$ cat config.mk
export PLATFORM = sky130hd
export DESIGN_NAME = audio_sample_decoder_flat
export DESIGN_NICKNAME = d
export VERILOG_FILES = /design/src/rtl/core/asd_pkg.sv /design/src/rtl/core/asd_if.sv /design/src/rtl/core/audio_sample_decoder.sv /design/src/rtl/core/asd_front.sv /design/src/rtl/core/asd_queue.sv /design/src/rtl/core/asd_back.sv /design/src/flat_wrapper.sv
export SDC_FILE = /design/constraint.sdc
export NUM_CORES = 1
export LEC_CHECK = 0
export ABC_AREA = 1
export BUFFER_PORTS_ARGS = -buffer_cell sky130_fd_sc_hd__buf_2
export CORE_MARGIN = 8
export CORE_UTILIZATION = 35
export DETAILED_ROUTE_END_ITERATION = 8
export GPL_ROUTABILITY_DRIVEN = 1
export PLACE_DENSITY = 0.48
export SYNTH_ARGS = -nofsm -noshare
export SYNTH_HDL_FRONTEND = slang
export SYNTH_SLANG_ARGS = --single-unit
$ cat constraint.sdc
create_clock -name clock -period 6.1 [get_ports clock]
set_clock_uncertainty 0.05 [all_clocks]
set_input_delay 0.305 -clock clock [delete_from_list [all_inputs] [get_ports clock]]
set_output_delay 0.305 -clock clock [all_outputs]
set_load 0.005 [all_outputs]
$ cat src/rtl/core/asd_pkg.sv
package asd_pkg;

   // Values of the decode mode register. Codes above MODE_ALAW behave as MODE_PASS.
   localparam logic [2:0] MODE_PASS  = 3'd0;
   localparam logic [2:0] MODE_FLIP  = 3'd1;
   localparam logic [2:0] MODE_SWAP  = 3'd2;
   localparam logic [2:0] MODE_MULAW = 3'd3;
   localparam logic [2:0] MODE_ALAW  = 3'd4;

   // What the back end still has to do with a queued word.
   localparam logic [1:0] OP_DIRECT = 2'd0;
   localparam logic [1:0] OP_MULAW  = 2'd1;
   localparam logic [1:0] OP_ALAW   = 2'd2;

   typedef struct packed {
      logic [1:0]  op;
      logic [15:0] word;
      logic        wide;
      logic        last;
   } entry_type;

endpackage

$ cat src/rtl/core/asd_if.sv
interface asd_req_if;
   logic       valid;
   logic       ready;
   logic [7:0] in_byte;
   logic       in_last;

   modport source (output valid, output in_byte, output in_last, input ready);
   modport sink (input valid, input in_byte, input in_last, output ready);
endinterface

interface asd_rsp_if;
   logic        valid;
   logic        ready;
   logic [15:0] out_word;
   logic        out_wide;
   logic        out_last;

   modport source (output valid, output out_word, output out_wide, output out_last,
                   input ready);
   modport sink (input valid, input out_word, input out_wide, input out_last,
                 output ready);
endinterface

$ cat src/rtl/core/audio_sample_decoder.sv
// Audio sample decoder: one encoded audio byte per word on req_ch, at most one
// converted word per input byte on rsp_ch, both valid/ready channels.
// csr_we/csr_wdata write the decode mode: pass, signed-to-unsigned 8-bit, 16-bit
// byte swap, mu-law expand or A-law expand. Write it only while the block is idle;
// a write also drops a half-received byte pair.
// Throughput is one byte per cycle in every mode while the queue is not full. In swap mode the first byte
// of a pair produces no output and the second produces one 16-bit word.
// An accepted byte's result passes through the classify stage into the queue,
// then from the queue head through the expander into the output register.
// When the receiver stalls, the output register holds its word and the queue
// absorbs up to QUEUE_DEPTH more; req_ch.ready drops only when the queue is full.
// Synchronous reset clears the mode to pass-through, empties the queue and
// output register and forgets any held byte.
module audio_sample_decoder #(
   parameter int QUEUE_DEPTH = 4
) (
   input  logic       clock,
   input  logic       reset,
   asd_req_if.sink    req_ch,
   asd_rsp_if.source  rsp_ch,
   input  logic       csr_we,
   input  logic [2:0] csr_wdata
);
   import asd_pkg::*;

   // Classified words travel from the front end to the back end through a short
   // queue so that an output stall does not stop input acceptance at once.
   entry_type push_entry;
   entry_type head_entry;
   logic      q_push;
   logic      q_full;
   logic      q_valid;
   logic      q_pop;

   asd_front u_front (
      .clock     (clock),
      .reset     (reset),
      .req_ch    (req_ch),
      .csr_we    (csr_we),
      .csr_wdata (csr_wdata),
      .q_full    (q_full),
      .q_push    (q_push),
      .q_entry   (push_entry)
   );

   asd_queue #(
      .DEPTH (QUEUE_DEPTH)
   ) u_queue (
      .clock      (clock),
      .reset      (reset),
      .push       (q_push),
      .push_entry (push_entry),
      .full       (q_full),
      .pop        (q_pop),
      .valid      (q_valid),
      .head       (head_entry)
   );

   // The back end expands G.711 codes and owns the output register.
   asd_back u_back (
      .clock   (clock),
      .reset   (reset),
      .q_valid (q_valid),
      .q_head  (head_entry),
      .q_pop   (q_pop),
      .rsp_ch  (rsp_ch)
   );

`ifndef SYNTHESIS
   // The front end must never write into a full queue.
   assert property (@(posedge clock) disable iff (reset) q_push |-> !q_full)
      else $error("queue push while full");

   // The back end must only take a word that is present.
   assert property (@(posedge clock) disable iff (reset) q_pop |-> q_valid)
      else $error("queue pop while empty");

   // Reset leaves no word in flight.
   assert property (@(posedge clock) reset |=> !q_valid && !rsp_ch.valid)
      else $error("word in flight after reset");
`endif

endmodule

$ cat src/rtl/core/asd_front.sv
module asd_front (
   input  logic                clock,
   input  logic                reset,
   asd_req_if.sink             req_ch,
   input  logic                csr_we,
   input  logic [2:0]          csr_wdata,
   input  logic                q_full,
   output logic                q_push,
   output asd_pkg::entry_type  q_entry
);
   import asd_pkg::*;

   logic [2:0] mode_ff, mode_in;
   logic       pair_ff, pair_in;
   logic [7:0] held_ff, held_in;
   logic       accept;

   assign req_ch.ready = !q_full;
   assign accept       = req_ch.valid && !q_full;

   always_comb begin
      mode_in      = mode_ff;
      pair_in      = pair_ff;
      held_in      = held_ff;
      q_push       = 1'b0;
      q_entry.op   = OP_DIRECT;
      q_entry.word = {8'h00, req_ch.in_byte};
      q_entry.wide = 1'b0;
      q_entry.last = req_ch.in_last;
      if (accept) begin
         q_push = 1'b1;
         case (mode_ff)
            MODE_FLIP: begin
               q_entry.word = {8'h00, req_ch.in_byte ^ 8'h80};
            end
            MODE_SWAP: begin
               q_entry.wide = 1'b1;
               q_entry.word = {held_ff, req_ch.in_byte};
               if (pair_ff) begin
                  pair_in = 1'b0;
               end else begin
                  // First byte of a pair is held; an odd closing byte is dropped.
                  q_push  = 1'b0;
                  pair_in = !req_ch.in_last;
                  held_in = req_ch.in_byte;
               end
            end
            MODE_MULAW: begin
               q_entry.op   = OP_MULAW;
               q_entry.wide = 1'b1;
            end
            MODE_ALAW: begin
               q_entry.op   = OP_ALAW;
               q_entry.wide = 1'b1;
            end
            default: begin
               q_entry.op = OP_DIRECT;
            end
         endcase
      end
      // A mode write always drops a half-built pair.
      if (csr_we) begin
         mode_in = csr_wdata;
         pair_in = 1'b0;
      end
   end

   always_ff @(posedge clock) begin
      if (reset) begin
         mode_ff <= MODE_PASS;
         pair_ff <= 1'b0;
      end else begin
         mode_ff <= mode_in;
         pair_ff <= pair_in;
      end
      held_ff <= held_in;
   end

endmodule

$ cat src/rtl/core/asd_queue.sv
module asd_queue #(
   parameter int DEPTH = 4
) (
   input  logic                clock,
   input  logic                reset,
   input  logic                push,
   input  asd_pkg::entry_type  push_entry,
   output logic                full,
   input  logic                pop,
   output logic                valid,
   output asd_pkg::entry_type  head
);
   import asd_pkg::*;

   localparam int PW = $clog2(DEPTH);
   localparam int CW = $clog2(DEPTH + 1);

   entry_type        slot_ff [DEPTH];
   logic [PW-1:0]    wr_ptr_ff, wr_ptr_in;
   logic [PW-1:0]    rd_ptr_ff, rd_ptr_in;
   logic [CW-1:0]    count_ff, count_in;

   assign full  = (count_ff == CW'(DEPTH));
   assign valid = (count_ff != '0);
   assign head  = slot_ff[rd_ptr_ff];

   always_comb begin
      wr_ptr_in = wr_ptr_ff;
      rd_ptr_in = rd_ptr_ff;
      count_in  = count_ff;
      if (push) begin
         wr_ptr_in = (wr_ptr_ff == PW'(DEPTH - 1)) ? '0 : wr_ptr_ff + 1'b1;
      end
      if (pop) begin
         rd_ptr_in = (rd_ptr_ff == PW'(DEPTH - 1)) ? '0 : rd_ptr_ff + 1'b1;
      end
      if (push && !pop) begin
         count_in = count_ff + 1'b1;
      end else if (pop && !push) begin
         count_in = count_ff - 1'b1;
      end
   end

   always_ff @(posedge clock) begin
      if (reset) begin
         wr_ptr_ff <= '0;
         rd_ptr_ff <= '0;
         count_ff  <= '0;
      end else begin
         wr_ptr_ff <= wr_ptr_in;
         rd_ptr_ff <= rd_ptr_in;
         count_ff  <= count_in;
      end
      if (push) begin
         slot_ff[wr_ptr_ff] <= push_entry;
      end
   end

endmodule

$ cat src/rtl/core/asd_back.sv
module asd_back (
   input  logic                clock,
   input  logic                reset,
   input  logic                q_valid,
   input  asd_pkg::entry_type  q_head,
   output logic                q_pop,
   asd_rsp_if.source           rsp_ch
);
   import asd_pkg::*;

   localparam logic [15:0] MU_BASE [8] = '{
      16'd0, 16'd132, 16'd396, 16'd924, 16'd1980, 16'd4092, 16'd8316, 16'd16764
   };

   function automatic logic [15:0] expand_mu(input logic [7:0] b);
      logic [7:0]  c;
      logic [15:0] mag;
      c   = ~b;
      mag = MU_BASE[c[6:4]] + ({12'h000, c[3:0]} << ({1'b0, c[6:4]} + 4'd3));
      return c[7] ? (~mag + 16'd1) : mag;
   endfunction

   function automatic logic [15:0] expand_alaw(input logic [7:0] b);
      logic [7:0]  c;
      logic [15:0] t;
      c = b ^ 8'h55;
      t = {8'h00, c[3:0], 4'h0};
      if (c[6:4] == 3'd0) begin
         t = t + 16'h0008;
      end else begin
         t = (t + 16'h0108) << (c[6:4] - 3'd1);
      end
      return c[7] ? t : (~t + 16'd1);
   endfunction

   logic        valid_ff, valid_in;
   logic [15:0] word_ff, word_in;
   logic        wide_ff, last_ff;

   assign q_pop = q_valid && (!valid_ff || rsp_ch.ready);

   always_comb begin
      case (q_head.op)
         OP_MULAW: word_in = expand_mu(q_head.word[7:0]);
         OP_ALAW:  word_in = expand_alaw(q_head.word[7:0]);
         default:  word_in = q_head.word;
      endcase
      valid_in = valid_ff;
      if (q_pop) begin
         valid_in = 1'b1;
      end else if (rsp_ch.ready) begin
         valid_in = 1'b0;
      end
   end

   always_ff @(posedge clock) begin
      if (reset) begin
         valid_ff <= 1'b0;
      end else begin
         valid_ff <= valid_in;
      end
      if (q_pop) begin
         word_ff <= word_in;
         wide_ff <= q_head.wide;
         last_ff <= q_head.last;
      end
   end

   assign rsp_ch.valid    = valid_ff;
   assign rsp_ch.out_word = word_ff;
   assign rsp_ch.out_wide = wide_ff;
   assign rsp_ch.out_last = last_ff;

endmodule
$ cat src/flat_wrapper.sv
// flat-port wrapper written by rule: the top's interface ports become plain ports
module audio_sample_decoder_flat import asd_pkg::*;
#(
   parameter int QUEUE_DEPTH = 4
)
  (clock, reset, csr_we, csr_wdata, req_ch_valid, req_ch_in_byte, req_ch_in_last, req_ch_ready, rsp_ch_valid, rsp_ch_out_word, rsp_ch_out_wide, rsp_ch_out_last, rsp_ch_ready);
  asd_req_if req_ch_i ();
  asd_rsp_if rsp_ch_i ();
  input  logic clock;
  input  logic reset;
  input  logic csr_we;
  input  logic [2:0] csr_wdata;
  input wire logic [$bits(req_ch_i.valid)-1:0] req_ch_valid;
  input wire logic [$bits(req_ch_i.in_byte)-1:0] req_ch_in_byte;
  input wire logic [$bits(req_ch_i.in_last)-1:0] req_ch_in_last;
  output wire logic [$bits(req_ch_i.ready)-1:0] req_ch_ready;
  output wire logic [$bits(rsp_ch_i.valid)-1:0] rsp_ch_valid;
  output wire logic [$bits(rsp_ch_i.out_word)-1:0] rsp_ch_out_word;
  output wire logic [$bits(rsp_ch_i.out_wide)-1:0] rsp_ch_out_wide;
  output wire logic [$bits(rsp_ch_i.out_last)-1:0] rsp_ch_out_last;
  input wire logic [$bits(rsp_ch_i.ready)-1:0] rsp_ch_ready;
  assign req_ch_i.valid = req_ch_valid;
  assign req_ch_i.in_byte = req_ch_in_byte;
  assign req_ch_i.in_last = req_ch_in_last;
  assign req_ch_ready = req_ch_i.ready;
  assign rsp_ch_valid = rsp_ch_i.valid;
  assign rsp_ch_out_word = rsp_ch_i.out_word;
  assign rsp_ch_out_wide = rsp_ch_i.out_wide;
  assign rsp_ch_out_last = rsp_ch_i.out_last;
  assign rsp_ch_i.ready = rsp_ch_ready;
  audio_sample_decoder #(.QUEUE_DEPTH(QUEUE_DEPTH)) u_core (.clock(clock), .reset(reset), .req_ch(req_ch_i), .rsp_ch(rsp_ch_i), .csr_we(csr_we), .csr_wdata(csr_wdata));
endmodule
Word level (Yosys, flattened, before mapping). Memory sizes are Yosys's and may differ from the RTL's. A register that Yosys moved wholly into a read port is not among the register bits. Index checks and enable logic that the tools add are counted.

$add $sub $neg: 11. Magnitude comparators: 1. Equal/unequal tests: 9. Shift operators: 2. Mux-type cells: 25. Bitwise logic cells: 7. Reductions and logical operators: 18.

Operators with widths (count): two-way mux 16 bit (6); case mux 16 bit (2 select lines) (2); adder 16 x 1 -> 16 bit, second input constant (2); inverter 16 bit (2); two-way mux 19 bit (1); adder 16 bit (1); << shifter 10 x 3 -> 16 bit (1); << shifter 4 x 4 -> 16 bit (1); adder 8 x 9 -> 10 bit, second input constant (1); adder 8 x 4 -> 9 bit, second input constant (1); two-way mux 1 bit (9); two-way mux 2 bit (4); inverter 8 bit (1); equality test 2 bit, second input constant (3); equality test 3 x 2 -> 1 bit, second input constant (2); equality test 3 bit, second input constant (2); two-way mux 3 bit (2); subtractor 3 x 1 -> 3 bit, second input constant (2); zero test 1 bit (5); adder 2 x 1 -> 2 bit, second input constant (2); adder 3 x 2 -> 4 bit, second input constant (1); >= comparator 4 bit, second input constant (1); logical AND 1 bit (4); inverter 3 -> 4 bit (1); 14 further kinds (16).

Bits in registers: 38. Bits in writable memories: 80. ROM bits: 128. Input port bits: 17. Output and inout bits: 20. Word-level logic and storage cells: 85. Memories: 2.

Memories: (no name shown) (words 8, width 16, read ports 1, clocked after memory_dff 0, write ports 0, RTL line asd_back.sv:19) `mag = MU_BASE[c[6:4]] + ({12'h000, c[3:0]} << ({1'b0, c[6:4]} + 4'd3));`; u_core.u_queue.slot_ff (words 4, width 20, read ports 1, clocked after memory_dff 1, write ports 1, RTL line asd_queue.sv:18) `entry_type slot_ff [DEPTH];`.

Depth between registers and ports, before layout.
Depth in word-level cells: 10. Gate-level depth with buffers: 30. Mapped depth without buffers: 29.

Modules after synthesis. From an unflattened synthesis, not the netlist that was laid out.

Cells, all modules: 826. Area, all modules: 7050.5 µm².

Modules (own cells, without submodules): asd_queue (instances 1, cells an instance 254, area each 3400.8 µm², sequential area each 2582.5 µm²); asd_back (instances 1, cells an instance 501, area each 3027.9 µm², sequential area each 560.5 µm²); asd_front (instances 1, cells an instance 71, area each 621.8 µm², sequential area each 320.3 µm²).

Least setup slack after synthesis. OpenSTA, ideal clock, no wires.

Kind: register to register. Start: reg (tool-made name). End: reg u_core.u_back.word_ff[14], in the netlist u_core.u_back.rsp_ch.out_word[14], data pin. Library setup time: 0.256 ns. Data arrival time: 3.944 ns. Required time: 5.794 ns. Slack: 1.850 ns. Cell stages (with the launch flop): 28. Path buffers: 2. Period minus slack after synthesis: 4.250 ns. Cells stage by stage: dfxtp_1 buf_2 nand3_1 nand2_2 inv_1 ha_1 inv_1 ha_1 clkbuf_1 or2_2 nor2_1 ha_1 inv_1 fa_1 inv_1 nor3_1 nand2_1 inv_1 nand2_1 nor2_1 nand2_1 nor3_1 nand3_1 nand3b_1 nand2_1 nand2_1 nand3_1 a21oi_1.

RTL lines: end signal: assignment (RTL line asd_back.sv:63) `word_ff <= word_in;`; end: declaration (RTL line asd_back.sv:37) `logic [15:0] word_ff, word_in;`.

==> impl_metrics.ini <==
[synthesis]
syn_nets = 835
synth-seq-area-share = 0.4976
syn_area_per_cell_um2 = 8.867
synth_flop_cell = edfxtp_1
synth_seq_cells = 120
netlist_instances = 785
syn_area_um2 = 6960
synth_edf_count = 106
synth.distinct_cells = 50
yosysWarnings = 0
ys_async_sr_fraction = 0

[timing]
finalCriticalPeriod_ps = 5547
max_freq_mhz = 180.3
rsz0062_at_grt = no
finalCritPeriodShare = 0.9094
slew_headroom = 0.3401
fin_tns_setup_ps = 0
hold_viol = 0
worst_slew_pin_slew_ps = 987.5
setup_violations = 0
finalMaxSlewViolations = 0

[setup_path]
r2r_slack_ps = 550
worst_path_max_delay_cell = dfxtp_1
crit_family = simple AND/OR/NAND/NOR gates
crit_top_cell = nand2_1
ff2ff_path_depth = 26
r2r_end = u_core.u_back.rsp_ch.out_word[14]$_DFFE_PP_
endpoint_kind = register
endpoint = u_core.u_back.rsp_ch.out_word[14]$_DFFE_PP_
crit_buf_inv = 4
cpPeakStageDelay_ps = 700
cp_max_fo = 17
path_depth = 26
worstPathArrival_ps = 5670
startpoint_type = register
path_class = reg2reg
worstPathRequired_ps = 6220

[floorplan]
start_util = 0.3576
num_io_pins = 37
die_area_um2 = 24660
core_area_um2 = 19460
die-height_um = 157.0
die_w_um = 157.0
num_rows = 51

[clock_tree]
clock_path_buffers = 2
cts_tree = done
numCtsBuffers = 17
cts_setup_buffers = 0
cts_root_buf = clkbuf_16
cts.sinks = 120
cts_resized = 0
hold_buffers = 0
clk_pin_slew_worst_paths_ps = 60
insertion_delay_ps = 420
htreeDepth = 4

[drt]
first_pass_iters = 5
drc = 0
drt_iter0_drc = 429
routed_wl_um = 17740
wire_per_inst_um = 16.14
vias_per_cell = 5.013
num_vias = 5509
ant_nets = 0

[cells_and_area]
mostFrequentLayoutCells = 161 x nand2_1, 106 x edfxtp_1, 80 x inv_1, 76 x nor2_1, 62 x nand3_1
final_core_util = 0.4078
drive_gt1_frac = 0.1487
area_delta_synth_final_pct = 14.04
antennaDiodeCount = 0
fillers = 1939
layout_commonest_cell = nand2_1
nets = 871

[grt]
grt_overflow = 0
grt_pass1_wl_um = 28460
grt_usage = 0.1498
grt_max_degree = 38
grt_pass1_vias = 5369
antenna_found_initial = 0

[placed_design]
hpwl_um = 12830
routabilityCongestion = 0.8487
numPortBuffers = 36

[job]
drv_cap = 0

[status]
status = finished clean

[min_path]
hold_class = in2reg
## area by class of cell
cell class / count / area, um2 / area share
flip-flops and latches: 120 / 3463 / 0.4363
clock buffers: 24 / 494.2 / 0.06226
multi-input cells: 548 / 3027 / 0.3813
well taps: 265 / 331.6 / 0.04177
clock inverters: 8 / 43.79 / 0.005517
inverters: 90 / 337.8 / 0.04256
repair buffers: 44 / 240.2 / 0.03026
## cells by family (layout without fill, tap and decap cells)
logic type,Yosys count,after routing,synth area share
simple gates,369,369,0.2484
compound gates,137,137,0.1113
flops,120,120,0.4976
buf+inv,117,166,0.06993
fa+ha+maj,33,33,0.06148
xor+xnor,9,9,0.01132
## flip-flops by register name, summed over array words and instances (netlist names), named ones only
name	count
u_core.u_queue.slot_ff	80
u_core.u_back.rsp_ch.out_word	16
u_core.u_front.held_ff	8
u_core.u_front.mode_ff	3
u_core.u_queue.count_ff	3
u_core.u_queue.rd_ptr_ff	2
u_core.u_queue.wr_ptr_ff	2
u_core.u_back.rsp_ch.out_last	1
u_core.u_back.rsp_ch.out_wide	1
u_core.u_back.rsp_ch.valid	1
u_core.u_front.pair_ff	1
## cell usage after synthesis, types with 2 or more instances
master    number  area share
a21oi_1       39       0.028
a31oi_1        9      0.0081
a32oi_1        2      0.0025
buf_2          5      0.0036
buf_6          5      0.0081
clkbuf_1      15      0.0081
clkinv_1       2      0.0011
dfxtp_1       14       0.040
edfxtp_1     106        0.46
fa_1           2      0.0058
ha_1          31       0.056
inv_1         80       0.043
inv_2          8      0.0043
nand2_1      161       0.087
nand2_2       15       0.013
nand2_4        3      0.0049
nand3_1       62       0.045
nand3_2       10       0.014
nand3b_1       4      0.0043
nand4_1       13       0.012
nor2_1        80       0.043
nor2_4         3      0.0049
nor3_1         8      0.0058
o211ai_1       2      0.0022
o21a_1         3      0.0032
o21ai_0       54       0.039
o21ai_1        5      0.0036
o221ai_1       2      0.0025
o22ai_1       14       0.013
xnor2_1        4      0.0050
xor2_1         5      0.0063
## worst register-to-register path: stages, from the launching register on
cell      delay, ps
dfxtp_1         700
nand2_1         140
nand3_1         140
nand2_2         200
ha_1            620
clkinv_1        350
a21oi_1         210
a31oi_1          80
or2_2           310
nor2_1          100
ha_1            200
inv_1            60
fa_1            490
inv_1            70
nor3_1          280
nand2_1          80
inv_1            70
nand2_1          60
nor2_1          110
nand2_1          70
nor3_1          280
nand3_1         140
nand3b_1        200
nand2_1          80
nand2_1          70
nand3_1          60
a21oi_1          70
## worst min-delay path by stage
stage / to / cells past startpoint / startpoint / slack (ps)
2_1_floorplan: u_core.u_front.pair_ff$_SDFFE_PP0P_ / 1 / reset / 330
3_3_place_gp: u_core.u_front.mode_ff[2]$_SDFFE_PP0P_ / 2 / u_core.u_front.mode_ff[2]$_SDFFE_PP0P_ / 440
3_5_place_dp: u_core.u_front.mode_ff[2]$_SDFFE_PP0P_ / 2 / u_core.u_front.mode_ff[2]$_SDFFE_PP0P_ / 440
4_1_cts: u_core.u_front.pair_ff$_SDFFE_PP0P_ / 2 / reset / 20
5_1_grt: u_core.u_front.pair_ff$_SDFFE_PP0P_ / 2 / reset / 40
6_report: u_core.u_front.pair_ff$_SDFFE_PP0P_ / 2 / reset / 40
## layer usage
| metal | vias to the layer above | track usage | share of wire |
|---|---|---|---|
| met5 | - | 0 | 0 |
| met4 | 0 | 0.06437 | 0.021 |
| met3 | 27 | 0.03071 | 0.044 |
| met2 | 124 | 0.2409 | 0.47 |
| met1 | 2607 | 0.1923 | 0.47 |
| li1 | 2751 | - | - |
## metrics by stage
| step | setup slack (ps) | instances | hold WS (ps) | instance area, um2 |
|---|---|---|---|---|
| final | 552.9 | 1099 | 40.29 | 7938 |
| after floorplan | 1850 | 785 | 327.4 | 6960 |
| after detailed placement | 621.7 | 1067 | 439.2 | 7400 |
| after global routing | 142.4 | 1099 | 44.10 | 7938 |
| after CTS | 615.4 | 1099 | 19.50 | 7938 |
| after global placement | 788.4 | 1067 | 435.6 | 7400 |
Power is left out: the tool's default activity adds up to more than one toggle a clock period on the data nets, which glitch-free logic cannot reach.
